File: src/sv/fjkv_pkg.sv
// shared types and constants of the flat json key value scanner
package fjkv_pkg;

   // output field width fixed by the result word
   localparam int FIELD_BITS = 16;

   // result queue between front and back
   localparam int QUEUE_DEPTH = 4;
   localparam int QUEUE_PTR_BITS = $clog2(QUEUE_DEPTH);
   localparam int QUEUE_CNT_BITS = $clog2(QUEUE_DEPTH + 1);

   // characters of interest in the byte stream
   localparam logic [7:0] CHAR_NUL = 8'h00;
   localparam logic [7:0] CHAR_SPACE = 8'h20;
   localparam logic [7:0] CHAR_TILDE = 8'h7E;
   localparam logic [7:0] CHAR_QUOTE = 8'h22;
   localparam logic [7:0] CHAR_COLON = 8'h3A;
   localparam logic [7:0] CHAR_LBRACE = 8'h7B;
   localparam logic [7:0] CHAR_COMMA = 8'h2C;
   localparam logic [7:0] CHAR_RBRACE = 8'h7D;

   // scanner modes
   typedef enum logic [1:0] {
      MODE_SEEK,
      MODE_KEY,
      MODE_VALUE
   } scan_mode_type;

   // result status codes
   typedef enum logic [1:0] {
      STATUS_PAIR = 2'd0,
      STATUS_DONE = 2'd1,
      STATUS_OPEN_VALUE = 2'd2,
      STATUS_OVERFLOW = 2'd3
   } status_type;

   // one queue entry: a found pair, an end of message, or both
   typedef struct packed {
      logic has_pair;
      logic has_end;
      status_type end_status;
      logic [FIELD_BITS-1:0] pair_index;
      logic [FIELD_BITS-1:0] end_count;
      logic [FIELD_BITS-1:0] key_open;
      logic [FIELD_BITS-1:0] quote_pos;
      logic [FIELD_BITS-1:0] value_start;
      logic [FIELD_BITS-1:0] close_pos;
   } scan_cmd_type;

endpackage

File: src/sv/fjkv_req_if.sv
// input channel carrying one raw message byte per word
interface fjkv_req_if;
   logic valid;
   logic ready;
   logic [7:0] data_byte;
   logic last_byte;

   modport source (output valid, output data_byte, output last_byte, input ready);
   modport sink (input valid, input data_byte, input last_byte, output ready);
endinterface

File: src/sv/fjkv_rsp_if.sv
// result channel carrying one pair or end report per word
interface fjkv_rsp_if;
   logic valid;
   logic ready;
   logic [1:0] status;
   logic [15:0] pair_index;
   logic [15:0] key_offset;
   logic [15:0] key_length;
   logic [15:0] value_offset;
   logic [15:0] value_length;
   logic final_res;

   modport source (output valid, output status, output pair_index, output key_offset,
                   output key_length, output value_offset, output value_length,
                   output final_res, input ready);
   modport sink (input valid, input status, input pair_index, input key_offset,
                 input key_length, input value_offset, input value_length,
                 input final_res, output ready);
endinterface

File: src/sv/fjkv_front.sv
// front end: filters bytes, tracks the key and value scan, queues results
module fjkv_front #(
   parameter int POSITION_BITS = 16
) (
   input  logic clock,
   input  logic reset,
   fjkv_req_if.sink req,
   input  logic queue_full,
   output logic push,
   output fjkv_pkg::scan_cmd_type push_cmd
);
   import fjkv_pkg::*;

   localparam int EXT_BITS = (POSITION_BITS > FIELD_BITS) ? POSITION_BITS : FIELD_BITS;
   localparam logic [POSITION_BITS-1:0] POS_LIMIT = '1;

   scan_mode_type mode_ff, mode_in;
   logic [POSITION_BITS-1:0] fpos_ff, fpos_in;
   logic [POSITION_BITS-1:0] kopen_ff, kopen_in;
   logic [POSITION_BITS-1:0] qcand_ff, qcand_in;
   logic [POSITION_BITS-1:0] vstart_ff, vstart_in;
   logic [FIELD_BITS-1:0] pcount_ff, pcount_in;
   logic ovf_ff, ovf_in;
   logic ended_ff, ended_in;
   logic pquote_ff, pquote_in;
   logic pqcolon_ff, pqcolon_in;

   logic accept;
   logic kept;
   logic has_pair;
   logic [POSITION_BITS-1:0] cur_pos;
   logic [7:0] c;

   // low field bits of a position, zero extended for narrow positions
   function automatic logic [FIELD_BITS-1:0] to_field(input logic [POSITION_BITS-1:0] x);
      logic [EXT_BITS-1:0] t;
      t = EXT_BITS'(x);
      return t[FIELD_BITS-1:0];
   endfunction

   assign req.ready = !queue_full;
   assign accept = req.valid && !queue_full;
   assign c = req.data_byte;
   assign kept = (c > CHAR_SPACE) && (c <= CHAR_TILDE);
   assign cur_pos = fpos_ff;

   // state register
   always_ff @(posedge clock) begin
      if (reset) begin
         mode_ff <= MODE_SEEK;
         fpos_ff <= '0;
         kopen_ff <= '0;
         qcand_ff <= '0;
         vstart_ff <= '0;
         pcount_ff <= '0;
         ovf_ff <= 1'b0;
         ended_ff <= 1'b0;
         pquote_ff <= 1'b0;
         pqcolon_ff <= 1'b0;
      end else begin
         mode_ff <= mode_in;
         fpos_ff <= fpos_in;
         kopen_ff <= kopen_in;
         qcand_ff <= qcand_in;
         vstart_ff <= vstart_in;
         pcount_ff <= pcount_in;
         ovf_ff <= ovf_in;
         ended_ff <= ended_in;
         pquote_ff <= pquote_in;
         pqcolon_ff <= pqcolon_in;
      end
   end

   // next state and queue entry
   always_comb begin
      mode_in = mode_ff;
      fpos_in = fpos_ff;
      kopen_in = kopen_ff;
      qcand_in = qcand_ff;
      vstart_in = vstart_ff;
      pcount_in = pcount_ff;
      ovf_in = ovf_ff;
      ended_in = ended_ff;
      pquote_in = pquote_ff;
      pqcolon_in = pqcolon_ff;
      has_pair = 1'b0;

      if (accept && !ended_ff && !ovf_ff) begin
         if (c == CHAR_NUL) begin
            ended_in = 1'b1;
         end else if (kept) begin
            if (fpos_ff == POS_LIMIT) begin
               ovf_in = 1'b1;
            end else begin
               fpos_in = fpos_ff + 1'b1;
               unique case (mode_ff)
                  MODE_SEEK: begin
                     if (c == CHAR_QUOTE) begin
                        kopen_in = cur_pos;
                        pquote_in = 1'b0;
                        pqcolon_in = 1'b0;
                        mode_in = MODE_KEY;
                     end
                  end
                  MODE_KEY: begin
                     if (pqcolon_ff) begin
                        if (c == CHAR_LBRACE) begin
                           mode_in = MODE_SEEK;
                        end else begin
                           qcand_in = cur_pos - 2'd2;
                           vstart_in = cur_pos;
                           mode_in = MODE_VALUE;
                        end
                        pquote_in = 1'b0;
                        pqcolon_in = 1'b0;
                     end else begin
                        pqcolon_in = pquote_ff && (c == CHAR_COLON);
                        pquote_in = (c == CHAR_QUOTE);
                     end
                  end
                  MODE_VALUE: begin
                  end
                  default: begin
                     mode_in = MODE_SEEK;
                  end
               endcase
               // a comma or closing brace ends the value
               if (mode_in == MODE_VALUE && (c == CHAR_COMMA || c == CHAR_RBRACE)) begin
                  has_pair = 1'b1;
                  pcount_in = pcount_ff + 1'b1;
                  mode_in = MODE_SEEK;
               end
            end
         end
      end

      push_cmd.has_pair = has_pair;
      push_cmd.has_end = req.last_byte;
      if (ovf_in) begin
         push_cmd.end_status = STATUS_OVERFLOW;
      end else if (mode_in == MODE_VALUE) begin
         push_cmd.end_status = STATUS_OPEN_VALUE;
      end else begin
         push_cmd.end_status = STATUS_DONE;
      end
      push_cmd.pair_index = pcount_ff;
      push_cmd.end_count = pcount_in;
      push_cmd.key_open = to_field(kopen_in);
      push_cmd.quote_pos = to_field(qcand_in);
      push_cmd.value_start = to_field(vstart_in);
      push_cmd.close_pos = to_field(cur_pos);
      push = accept && (has_pair || req.last_byte);

      // the last byte returns the scanner to its reset state
      if (accept && req.last_byte) begin
         mode_in = MODE_SEEK;
         fpos_in = '0;
         kopen_in = '0;
         qcand_in = '0;
         vstart_in = '0;
         pcount_in = '0;
         ovf_in = 1'b0;
         ended_in = 1'b0;
         pquote_in = 1'b0;
         pqcolon_in = 1'b0;
      end
   end

endmodule

File: src/sv/fjkv_queue.sv
// short queue of scan results between front and back
module fjkv_queue (
   input  logic clock,
   input  logic reset,
   input  logic push,
   input  fjkv_pkg::scan_cmd_type push_cmd,
   input  logic pop,
   output fjkv_pkg::scan_cmd_type head_cmd,
   output logic empty,
   output logic full
);
   import fjkv_pkg::*;

   scan_cmd_type mem [QUEUE_DEPTH];
   logic [QUEUE_PTR_BITS-1:0] wptr_ff, wptr_in;
   logic [QUEUE_PTR_BITS-1:0] rptr_ff, rptr_in;
   logic [QUEUE_CNT_BITS-1:0] count_ff, count_in;
   logic do_push;
   logic do_pop;

   assign empty = (count_ff == '0);
   assign full = (count_ff == QUEUE_CNT_BITS'(QUEUE_DEPTH));
   assign do_push = push && !full;
   assign do_pop = pop && !empty;
   assign head_cmd = mem[rptr_ff];

   // pointer and fill count update
   always_comb begin
      wptr_in = do_push ? wptr_ff + 1'b1 : wptr_ff;
      rptr_in = do_pop ? rptr_ff + 1'b1 : rptr_ff;
      count_in = count_ff;
      if (do_push && !do_pop) begin
         count_in = count_ff + 1'b1;
      end else if (do_pop && !do_push) begin
         count_in = count_ff - 1'b1;
      end
   end

   always_ff @(posedge clock) begin
      if (reset) begin
         wptr_ff <= '0;
         rptr_ff <= '0;
         count_ff <= '0;
      end else begin
         wptr_ff <= wptr_in;
         rptr_ff <= rptr_in;
         count_ff <= count_in;
      end
   end

   // entry storage
   always_ff @(posedge clock) begin
      if (do_push) begin
         mem[wptr_ff] <= push_cmd;
      end
   end

endmodule

File: src/sv/fjkv_back.sv
// back end: turns queue entries into result words in an output register
module fjkv_back (
   input  logic clock,
   input  logic reset,
   input  logic empty,
   input  fjkv_pkg::scan_cmd_type head_cmd,
   output logic pop,
   fjkv_rsp_if.source rsp
);
   import fjkv_pkg::*;

   logic rsp_valid_ff, rsp_valid_in;
   logic pair_sent_ff, pair_sent_in;
   logic [1:0] status_ff, status_in;
   logic [FIELD_BITS-1:0] index_ff, index_in;
   logic [FIELD_BITS-1:0] koff_ff, koff_in;
   logic [FIELD_BITS-1:0] klen_ff, klen_in;
   logic [FIELD_BITS-1:0] voff_ff, voff_in;
   logic [FIELD_BITS-1:0] vlen_ff, vlen_in;
   logic final_ff, final_in;
   logic load;
   logic take;
   logic emit_pair;

   assign load = !rsp_valid_ff || rsp.ready;
   assign take = load && !empty;
   assign emit_pair = head_cmd.has_pair && !pair_sent_ff;
   assign pop = take && !(emit_pair && head_cmd.has_end);

   // result word selection and control
   always_comb begin
      rsp_valid_in = rsp_valid_ff;
      pair_sent_in = pair_sent_ff;
      status_in = status_ff;
      index_in = index_ff;
      koff_in = koff_ff;
      klen_in = klen_ff;
      voff_in = voff_ff;
      vlen_in = vlen_ff;
      final_in = final_ff;
      if (take) begin
         rsp_valid_in = 1'b1;
         pair_sent_in = emit_pair && head_cmd.has_end;
         if (emit_pair) begin
            status_in = STATUS_PAIR;
            index_in = head_cmd.pair_index;
            koff_in = head_cmd.key_open + 1'b1;
            klen_in = head_cmd.quote_pos - head_cmd.key_open - 1'b1;
            voff_in = head_cmd.value_start;
            vlen_in = head_cmd.close_pos - head_cmd.value_start;
            final_in = 1'b0;
         end else begin
            status_in = head_cmd.end_status;
            index_in = head_cmd.end_count;
            koff_in = '0;
            klen_in = '0;
            voff_in = '0;
            vlen_in = '0;
            final_in = 1'b1;
         end
      end else if (load) begin
         rsp_valid_in = 1'b0;
      end
   end

   // control registers
   always_ff @(posedge clock) begin
      if (reset) begin
         rsp_valid_ff <= 1'b0;
         pair_sent_ff <= 1'b0;
      end else begin
         rsp_valid_ff <= rsp_valid_in;
         pair_sent_ff <= pair_sent_in;
      end
   end

   // payload registers
   always_ff @(posedge clock) begin
      status_ff <= status_in;
      index_ff <= index_in;
      koff_ff <= koff_in;
      klen_ff <= klen_in;
      voff_ff <= voff_in;
      vlen_ff <= vlen_in;
      final_ff <= final_in;
   end

   assign rsp.valid = rsp_valid_ff;
   assign rsp.status = status_ff;
   assign rsp.pair_index = index_ff;
   assign rsp.key_offset = koff_ff;
   assign rsp.key_length = klen_ff;
   assign rsp.value_offset = voff_ff;
   assign rsp.value_length = vlen_ff;
   assign rsp.final_res = final_ff;

endmodule

File: src/sv/flat_json_key_value_scanner_core.sv
// top level of the flat json key value scanner
// Usage:
//   req_bus takes one raw message byte per word, with last_byte marking the
//   final byte of the buffer. Bytes outside 0x21..0x7E are dropped, a zero
//   byte ends the message, and later bytes up to last_byte are ignored.
//   rsp_bus gives one word per key value pair found (status 0), and one end
//   word with final_res set on the last byte (done, unterminated value or
//   overflow) carrying the pair count in pair_index.
// Throughput: one byte per cycle while the result queue is not full. A
//   byte that both closes a pair and ends the message yields two words,
//   which leave the output register one after the other; the four-entry
//   result queue absorbs that. An accepted byte's words are written into
//   the result queue, then loaded from it into the output register.
// Stall: when rsp_bus is held off the output register keeps its word, the
//   queue fills, and req_bus.ready drops once the queue is full.
// Reset: synchronous; clears scan state, queue and output valid. The last
//   byte of each message also returns the scanner to its reset state.
module flat_json_key_value_scanner_core #(
   parameter int POSITION_BITS = 16
) (
   input  logic clock,
   input  logic reset,
   fjkv_req_if.sink req_bus,
   fjkv_rsp_if.source rsp_bus
);
   import fjkv_pkg::*;

   logic q_push;
   logic q_pop;
   logic q_empty;
   logic q_full;
   scan_cmd_type q_push_cmd;
   scan_cmd_type q_head_cmd;

   // byte scan
   fjkv_front #(
      .POSITION_BITS(POSITION_BITS)
   ) u_front (
      .clock(clock),
      .reset(reset),
      .req(req_bus),
      .queue_full(q_full),
      .push(q_push),
      .push_cmd(q_push_cmd)
   );

   // result queue
   fjkv_queue u_queue (
      .clock(clock),
      .reset(reset),
      .push(q_push),
      .push_cmd(q_push_cmd),
      .pop(q_pop),
      .head_cmd(q_head_cmd),
      .empty(q_empty),
      .full(q_full)
   );

   // result words
   fjkv_back u_back (
      .clock(clock),
      .reset(reset),
      .empty(q_empty),
      .head_cmd(q_head_cmd),
      .pop(q_pop),
      .rsp(rsp_bus)
   );

   // no queue write while the queue is full
   assert property (@(posedge clock) disable iff (reset) q_push |-> !q_full)
      else $error("result queue written while full");

   // end words and only end words carry a non-pair status
   assert property (@(posedge clock) disable iff (reset)
      rsp_bus.valid |-> (rsp_bus.final_res == (rsp_bus.status != STATUS_PAIR)))
      else $error("final flag and status disagree");

   // end words carry zero offsets and lengths
   assert property (@(posedge clock) disable iff (reset)
      (rsp_bus.valid && rsp_bus.final_res) |->
         (rsp_bus.key_offset == '0 && rsp_bus.key_length == '0 &&
          rsp_bus.value_offset == '0 && rsp_bus.value_length == '0))
      else $error("end word with nonzero pair fields");

   // output is empty right after reset
   assert property (@(posedge clock) (!reset && $past(reset)) |-> !rsp_bus.valid)
      else $error("result valid after reset");

endmodule

File: src/flat_wrapper.sv
// flat-port wrapper written by rule: the top's interface ports become plain ports
module flat_json_key_value_scanner_core_flat import fjkv_pkg::*;
#(
   parameter int POSITION_BITS = 16
)
  (clock, reset, req_bus_valid, req_bus_data_byte, req_bus_last_byte, req_bus_ready, rsp_bus_valid, rsp_bus_status, rsp_bus_pair_index, rsp_bus_key_offset, rsp_bus_key_length, rsp_bus_value_offset, rsp_bus_value_length, rsp_bus_final_res, rsp_bus_ready);
  fjkv_req_if req_bus_i ();
  fjkv_rsp_if rsp_bus_i ();
  input  logic clock;
  input  logic reset;
  input wire logic [$bits(req_bus_i.valid)-1:0] req_bus_valid;
  input wire logic [$bits(req_bus_i.data_byte)-1:0] req_bus_data_byte;
  input wire logic [$bits(req_bus_i.last_byte)-1:0] req_bus_last_byte;
  output wire logic [$bits(req_bus_i.ready)-1:0] req_bus_ready;
  output wire logic [$bits(rsp_bus_i.valid)-1:0] rsp_bus_valid;
  output wire logic [$bits(rsp_bus_i.status)-1:0] rsp_bus_status;
  output wire logic [$bits(rsp_bus_i.pair_index)-1:0] rsp_bus_pair_index;
  output wire logic [$bits(rsp_bus_i.key_offset)-1:0] rsp_bus_key_offset;
  output wire logic [$bits(rsp_bus_i.key_length)-1:0] rsp_bus_key_length;
  output wire logic [$bits(rsp_bus_i.value_offset)-1:0] rsp_bus_value_offset;
  output wire logic [$bits(rsp_bus_i.value_length)-1:0] rsp_bus_value_length;
  output wire logic [$bits(rsp_bus_i.final_res)-1:0] rsp_bus_final_res;
  input wire logic [$bits(rsp_bus_i.ready)-1:0] rsp_bus_ready;
  assign req_bus_i.valid = req_bus_valid;
  assign req_bus_i.data_byte = req_bus_data_byte;
  assign req_bus_i.last_byte = req_bus_last_byte;
  assign req_bus_ready = req_bus_i.ready;
  assign rsp_bus_valid = rsp_bus_i.valid;
  assign rsp_bus_status = rsp_bus_i.status;
  assign rsp_bus_pair_index = rsp_bus_i.pair_index;
  assign rsp_bus_key_offset = rsp_bus_i.key_offset;
  assign rsp_bus_key_length = rsp_bus_i.key_length;
  assign rsp_bus_value_offset = rsp_bus_i.value_offset;
  assign rsp_bus_value_length = rsp_bus_i.value_length;
  assign rsp_bus_final_res = rsp_bus_i.final_res;
  assign rsp_bus_i.ready = rsp_bus_ready;
  flat_json_key_value_scanner_core #(.POSITION_BITS(POSITION_BITS)) u_core (.clock(clock), .reset(reset), .req_bus(req_bus_i), .rsp_bus(rsp_bus_i));
endmodule
File: config.mk
export PLATFORM = sky130hd
export DESIGN_NAME = flat_json_key_value_scanner_core_flat
export DESIGN_NICKNAME = d
export VERILOG_FILES = /design/src/sv/fjkv_pkg.sv /design/src/sv/fjkv_req_if.sv /design/src/sv/fjkv_rsp_if.sv /design/src/sv/fjkv_front.sv /design/src/sv/fjkv_queue.sv /design/src/sv/fjkv_back.sv /design/src/sv/flat_json_key_value_scanner_core.sv /design/src/flat_wrapper.sv
export SDC_FILE = /design/constraint.sdc
export NUM_CORES = 1
export LEC_CHECK = 0
export CAP_MARGIN = 5
export CORE_MARGIN = 2
export CORE_UTILIZATION = 55
export CTS_BUF_LIST = sky130_fd_sc_hd__clkbuf_16
export CTS_CLUSTER_SIZE = 24
export DETAILED_ROUTE_END_ITERATION = 10
export DONT_BUFFER_PORTS = 1
export GPL_ROUTABILITY_DRIVEN = 0
export PLACE_DENSITY = 0.71
export SLEW_MARGIN = 15
export SYNTH_ARGS = -nofsm -noshare
export SYNTH_HDL_FRONTEND = slang
export SYNTH_SLANG_ARGS = --single-unit
export TNS_END_PERCENT = 10
File: constraint.sdc
create_clock -name clock -period 12.15 [get_ports clock]
set_input_delay 1.215 -clock clock [delete_from_list [all_inputs] [get_ports clock]]
set_output_delay 1.215 -clock clock [all_outputs]
set_load 0.02 [all_outputs]
After elaboration in Yosys (flattened, before gate mapping):

Memories as Yosys holds them, arrays and structs flattened. A register that Yosys moved wholly into a read port is not among the register bits.
Cells that the tools add are included.

* add/subtract/negate cells: 11
* multiply operators: 0
* divide/modulo/power cells: 0
* magnitude comparators: 2
* equal/unequal tests: 12
* shifts and indexed selects: 0
* mux-type cells: 64
* bitwise gates (word level): 2
* reduce and logical (&&, ||, !) cells: 38

Operator list (count)
* $mux 16: 26
* $add 16x1->16 const B: 3
* $mux 2: 16
* $sub 16x16->16: 2
* $eq 8x6->1 const B: 3
* $mux 1: 17
* $eq 16x16->1 const B: 1
* $eq 8x7->1 const B: 2
* $logic_and 1x1->1: 16
* $sub 16x1->16 const B: 1
* $sub 16x2->16 const B: 1
* $logic_not 1->1: 9
* $gt 8x6->1 const B: 1
* $le 8x7->1 const B: 1
* $logic_not 8->1: 1
* $eq 2x2->1 const B: 3
* $mux 3: 2
* $pmux 2 s3: 1
* $reduce_and 6->1: 1
* $reduce_bool 2->1: 3
* $add 2x1->2 const B: 2
* $pmux 1 s2: 2
* $reduce_and 4->1: 1
* $add 3x1->3 const B: 1
* other kinds (10): 13

* bits in registers: 178
* latch bits: 0
* bits in writable memories: 400
* bits in read-only memories: 0
* input bits: 13
* output and inout port bits: 85
* memories: 1

Memory list
* u_core.u_queue.mem: depth 4, width 100, rd ports 1, clocked after Yosys merged registers in 1, write ports 1, line fjkv_queue.sv:14 `scan_cmd_type mem [QUEUE_DEPTH];`

Longest topological paths before layout:

* word-level depth: 22
* mapped depth: 14
* depth with buffers taken out: 10

Modules after synthesis:

Synthesis repeated with hierarchy kept, for this count alone.

* cell total of the unflattened synthesis: 1592
* area, all modules: 24403.4 sq um

By module, submodules not included
* fjkv_queue: times used 1, cells each 570, area an instance 14991.9 sq um, sequential area each 12191.7 sq um
* fjkv_back: times used 1, cells each 473, area an instance 4864.7 sq um, sequential area each 2532.4 sq um
* fjkv_front: times used 1, cells each 549, area an instance 4546.9 sq um, sequential area each 1721.7 sq um

Worst setup path before layout:

No wires, ideal clock.

* path kind: input to register
* from: input rsp_bus_ready
* to: register u_core.u_queue.count_ff[2]
* library setup time: 71 ps
* data arrival time: 6905 ps
* setup slack: 5175 ps
* stages: 10
* buffers on the path: 0
* cell sequence: inv_1 > a21oi_1 > a21boi_0 > inv_1 > ha_1 > inv_1 > fa_1 > xor2_1 > or3_1 > a21oi_1

* cells in the longest elaborated chain, start to end: 7
* elaborated cells on any way between the ends: 9

RTL lines
* start, declared: line flat_wrapper.sv:23 `input wire logic [$bits(rsp_bus_i.ready)-1:0] rsp_bus_ready;`
* $logic_or 1x1->1 (*): line fjkv_back.sv:25 `assign load = !rsp_valid_ff || rsp.ready;`
* $logic_and 1x1->1 (*): line fjkv_back.sv:26 `assign take = load && !empty;`
* $logic_and 1x1->1 (*): line fjkv_back.sv:28 `assign pop = take && !(emit_pair && head_cmd.has_end);`
* $logic_and 1x1->1 (*): line fjkv_queue.sv:24 `assign do_pop = pop && !empty;`
* $logic_not 1->1: line fjkv_queue.sv:32 `if (do_push && !do_pop) begin`
* $logic_and 1x1->1: line fjkv_queue.sv:32
* $mux 3 or $reduce_bool 2->1 (tied branches)
* end signal, assigned: line fjkv_queue.sv:47 `count_ff <= count_in;`
* end, declared: line fjkv_queue.sv:17 `logic [QUEUE_CNT_BITS-1:0] count_ff, count_in;`

Mark *: on every way between the ends. The rest lies on a longest branch, timed or not.
A chain may end at the register's enable or synchronous reset.

==> results <==
- After synthesis, the share of flip-flops with an asynchronous set or reset is 0%.
- The cell depth of the worst hold path is 2.
- The most common flop cell mapped by yosys is sky130_fd_sc_hd__edfxtp_1.
- The share of layout cells above drive strength 1 is 16.9%.
- Summing the areas of all xor and xnor instances in the mapped netlist gives 2.69% of the synthesized area.
- In the final routed layout, each cell accounts on average for 22.0 um.
- The count of maximum capacitance violations is 0.
- The I/O pin count is 98.
- The first detailed-routing pass took 5 iterations.
- The setup slack on the worst flop-to-flop path is 7.17 ns.
- Cells fill 61.0% of the core in the end.
- The class of the most critical setup path is reg -> reg.
- By area, the combinational part of the netlist is dominated by multiplexers.
- In the layout the commonest cells are sky130_fd_sc_hd__edfxtp_1, sky130_fd_sc_hd__nor2_1, sky130_fd_sc_hd__mux4_2.
- 0 antenna diodes ended up in the layout.
- The number of warnings printed during yosys synthesis is 0.
- Global routing consumed, on the met3 layer, 3.43% of the routing resources.
- Setup repair after global routing left no endpoint under its margin.
- The share of the cycle needed by the critical path after routing is 41.0%.
- The synthesized netlist devotes 8.35% of its cell area to simple gates.
- The H-tree generated during clock tree synthesis spans 2 levels.
- After global routing, the most crowded layer is met2.
- The minimum setup slack in the final design is 7.17 ns.
- The number of antenna violations at the first check in global routing is 0.
- By area the synthesized netlist is led by sky130_fd_sc_hd__edfxtp_1, sky130_fd_sc_hd__mux4_2, sky130_fd_sc_hd__dfxtp_1, sky130_fd_sc_hd__ha_1, sky130_fd_sc_hd__mux2_2.
- The die footprint is 45000 sq um.
- For this run, global-route usage on met2 was measured as 35.3%.
- After synthesis, the mean cell area works out to 16.1 sq um.
- The footprint of the multi-input gates is 6940 sq um.
- Clock tree synthesis selected as its root buffer the cell sky130_fd_sc_hd__clkbuf_16.
- The commonest non-fill, non-tap cell in the layout is sky130_fd_sc_hd__edfxtp_1.
- The endpoint identified for the worst register-to-register timing path is u_core.u_back.rsp.key_length[13].
- sky130_fd_sc_hd__edfxtp_1 takes more of the synthesized area than any other cell.
- The number of setup buffers added after CTS is 0.
- The total clock buffers created by CTS is 57.
- The mean number of vias per cell is 5.88.
- The die extent in y is 212 um.
- For this run, the slowest stage of the critical path takes 0.96 ns.
- IR analysis of the VDD net gives a maximum drop of 150 uV.
- The number of buffers on the longest clock path is 3.
- The final setup violation count is 0.
- Setup total negative slack on the finished layout was measured at 0 ns.
- The first routing iteration left 1044 violations.
- The area fraction of the dominant cell type after synthesis is 60.9%.
- After legalization and detailed placement, the total HPWL measured 28200 um.
- The minimum setup slack after placement is 7.13 ns.
- The placed instance area is 24400 sq um.
- The kind of capture point of the worst setup path is a flip-flop.
- The number of gates resized after CTS is 0.
- The synthesized netlist devotes 3.33% of its cell area to compound gates.
- The worst register-to-register path has a depth of 10.
- For this design, the CTS-stage hold fixing added 0 buffers.
- The flip-flop and latch count after synthesis is 580.
- TritonCTS built the clock tree.
- The clock skew is 0.0232 ns.
- In this run the tightest slew margin relative to its limit is 23.4%.
- Of the synthesized area, sequential elements account for 69.1%.
- The overall die width is 212 um.
- The critical path arrival is 5.29 ns.
- The clock network latency to the later pin of the worst-skew pair is 0.61 ns.
- For this design the static power due to leakage is 0.00895 uW.
- The post-synth net total is 1539.
- The run finished with clean final reports.
- The via count of the first global-routing pass was 13000.
- The filler cell count is 3113.
- The number of failing hold endpoints at the final stage is 0.
- The global-route met1 utilization is 30.0%.
- By instance count, the cell type seen most on the critical path is sky130_fd_sc_hd__o21ai_0.
- Summed over all layers, the global routing overflow is 0.
- CTS saw 580 sinks.
- The final max-slew violation count came to 0.
- The final period demand of the worst path is 4.98 ns.
- The combined flip-flop and latch cell area is 16500 sq um.
- The slowest stage of the critical path belongs to the cell sky130_fd_sc_hd__a2111oi_0.
- In the synthesized netlist, the number of instances is 1483.
- After routing the design area is 26200 sq um.
- The effective utilization at floorplan is 55.5%.
- Traced cell by cell, the critical path runs through buf_4 > mux4_2 > inv_1 > ha_1 > o21ai_0 > o32ai_1 > a2111oi_0 > o21ai_0 > xnor2_1 > nor2_1.
- Clock-pin slew was measured on the worst setup and hold paths at 0.06 ns.
- The growth of design area from synthesis to finish is 9.94%.
- The number of enable flip-flop cells after synthesis is 483.
- Entering global routing, the biggest net connects 87 pins.
- STA classifies the critical path startpoint as a flip-flop.
- The port buffer count is 0.
- Of the post-synthesis cell area, the part taken by muxes is 12.3%.
- The cell area after synthesis is 23800 sq um.
- After synthesis, the netlist uses 61 different library cells.
- The routed via count is 12500.
- The peak clock frequency supported by timing is 201 MHz.
- The synthesized netlist devotes 2.35% of its cell area to adder and majority cells.
- The number of rows in the core area is 76.
- The worst hold path begins at u_core.u_front.ended_ff.
- The wire length reported by the detailed router is 46700 um.
- The detail route stage leaves a number of antenna-violating nets equal to 0.
- The worst min-delay path class is reg -> reg.
- STA puts the critical path data required time at 12.46 ns.
- The first global-routing pass estimated 73500 um of wire.
- The DRC violations left is 0.
- In this run the worst path has a maximum fanout of 41.
- For hold timing, the worst endpoint is u_core.u_front.ended_ff.
- After the last flow step, the layout net total stands at 1547.
- The total power per unit cell area is 217 nW/um^2.
- At the pin with the least slew margin, the transition time is 1.15 ns.
- The core box area is 42900 sq um.
- The global-route usage over all layers is 21.6%.
[metal layers]
| metal | wire length (um) | vias up |
|---|---|---|
| met5 | 0 | - |
| met4 | 1050 | 0 |
| met2 | 22800 | 366 |
| li1 | - | 5686 |
| met3 | 2470 | 74 |
| met1 | 20400 | 6358 |
[cells by family after synthesis]
family,after synthesis
adders and majority gates,43
DFF,580
buffers and inverters,115
AOI/OAI and AO/OA,124
muxes,159
and+or+nand+nor,389
xor gates and xnor gates,73
[critical path, delay by kind of cell, from the launching register on]
kind	cells	cell delay, ns
simple gates	1	0.05
compound gates	4	1.92
buf+inv	2	0.90
fa+ha+maj	1	0.28
mux	1	0.64
xor+xnor	1	0.20
flops	1	0.66
[per-stage QoR]
stage               power (uW)  instances  hold slack (ns)
finish                    5680       2123            0.459
global route              5960       2123            0.483
CTS                       5730       2123            0.464
detailed placement        4090       2017            0.455
global placement          4070       2017            0.440
floorplan                 3770       1483            0.426
[cell usage after synthesis (20+ instances only)]
cell and number:
sky130_fd_sc_hd__a21oi_1 43, sky130_fd_sc_hd__clkbuf_1 46, sky130_fd_sc_hd__dfxtp_1 97, sky130_fd_sc_hd__edfxtp_1 483, sky130_fd_sc_hd__ha_1 40, sky130_fd_sc_hd__inv_1 48, sky130_fd_sc_hd__mux2_2 44, sky130_fd_sc_hd__mux4_2 98
sky130_fd_sc_hd__nand2_1 79, sky130_fd_sc_hd__nand3_1 24, sky130_fd_sc_hd__nor2_1 99, sky130_fd_sc_hd__nor2b_1 51, sky130_fd_sc_hd__nor3_1 26, sky130_fd_sc_hd__nor4_1 20, sky130_fd_sc_hd__o21ai_0 24, sky130_fd_sc_hd__xnor2_1 42
sky130_fd_sc_hd__xor2_1 31
[area by class of cell]
cell class	count	share of cell area [%]
Sequential cell	580	62.9
Multi-Input combinational cell	788	26.5
Clock buffer	59	5.64
Tap cell	585	2.80
Clock inverter	47	1.05
Inverter	48	0.688
Timing Repair Buffer	16	0.459
[where the power goes]
part           total [uW]  internal (uW)  switching, uW
clock network        1640            933            703
registers            2740           2460            288
logic                1300            542            755
total                5680           3930           1750
[worst max path at each step]
stage                               from                          endpoint  slack [ns]  cells past startpoint
CTS                            flip-flop  u_core.u_back.rsp.key_length[13]        7.09                     10
global placement    req_bus_data_byte[7]         u_core.u_queue.mem[1][60]        7.24                      7
floorplan                  rsp_bus_ready        u_core.u_queue.count_ff[2]        5.17                     10
detailed placement             flip-flop  u_core.u_back.rsp.key_length[13]        7.13                     10
finish                         flip-flop  u_core.u_back.rsp.key_length[13]        7.17                     10
global route                   flip-flop  u_core.u_back.rsp.key_length[13]        6.65                     10
[flip-flops by register name (all words and copies together) (netlist names), 3 cells and up, named ones only]
register and flops:
u_core.u_front.pcount_ff 16, u_core.u_front.vstart_ff 16, u_core.u_back.rsp.value_offset 16, u_core.u_front.kopen_ff 16, u_core.u_queue.mem 400, u_core.u_back.rsp.key_length 16
u_core.u_back.rsp.key_offset 16, u_core.u_back.rsp.pair_index 16, u_core.u_queue.count_ff 3, u_core.u_back.rsp.value_length 16, u_core.u_front.qcand_ff 16, u_core.u_front.cur_pos 16
No activity file was read; power rests on OpenSTA's default activity.
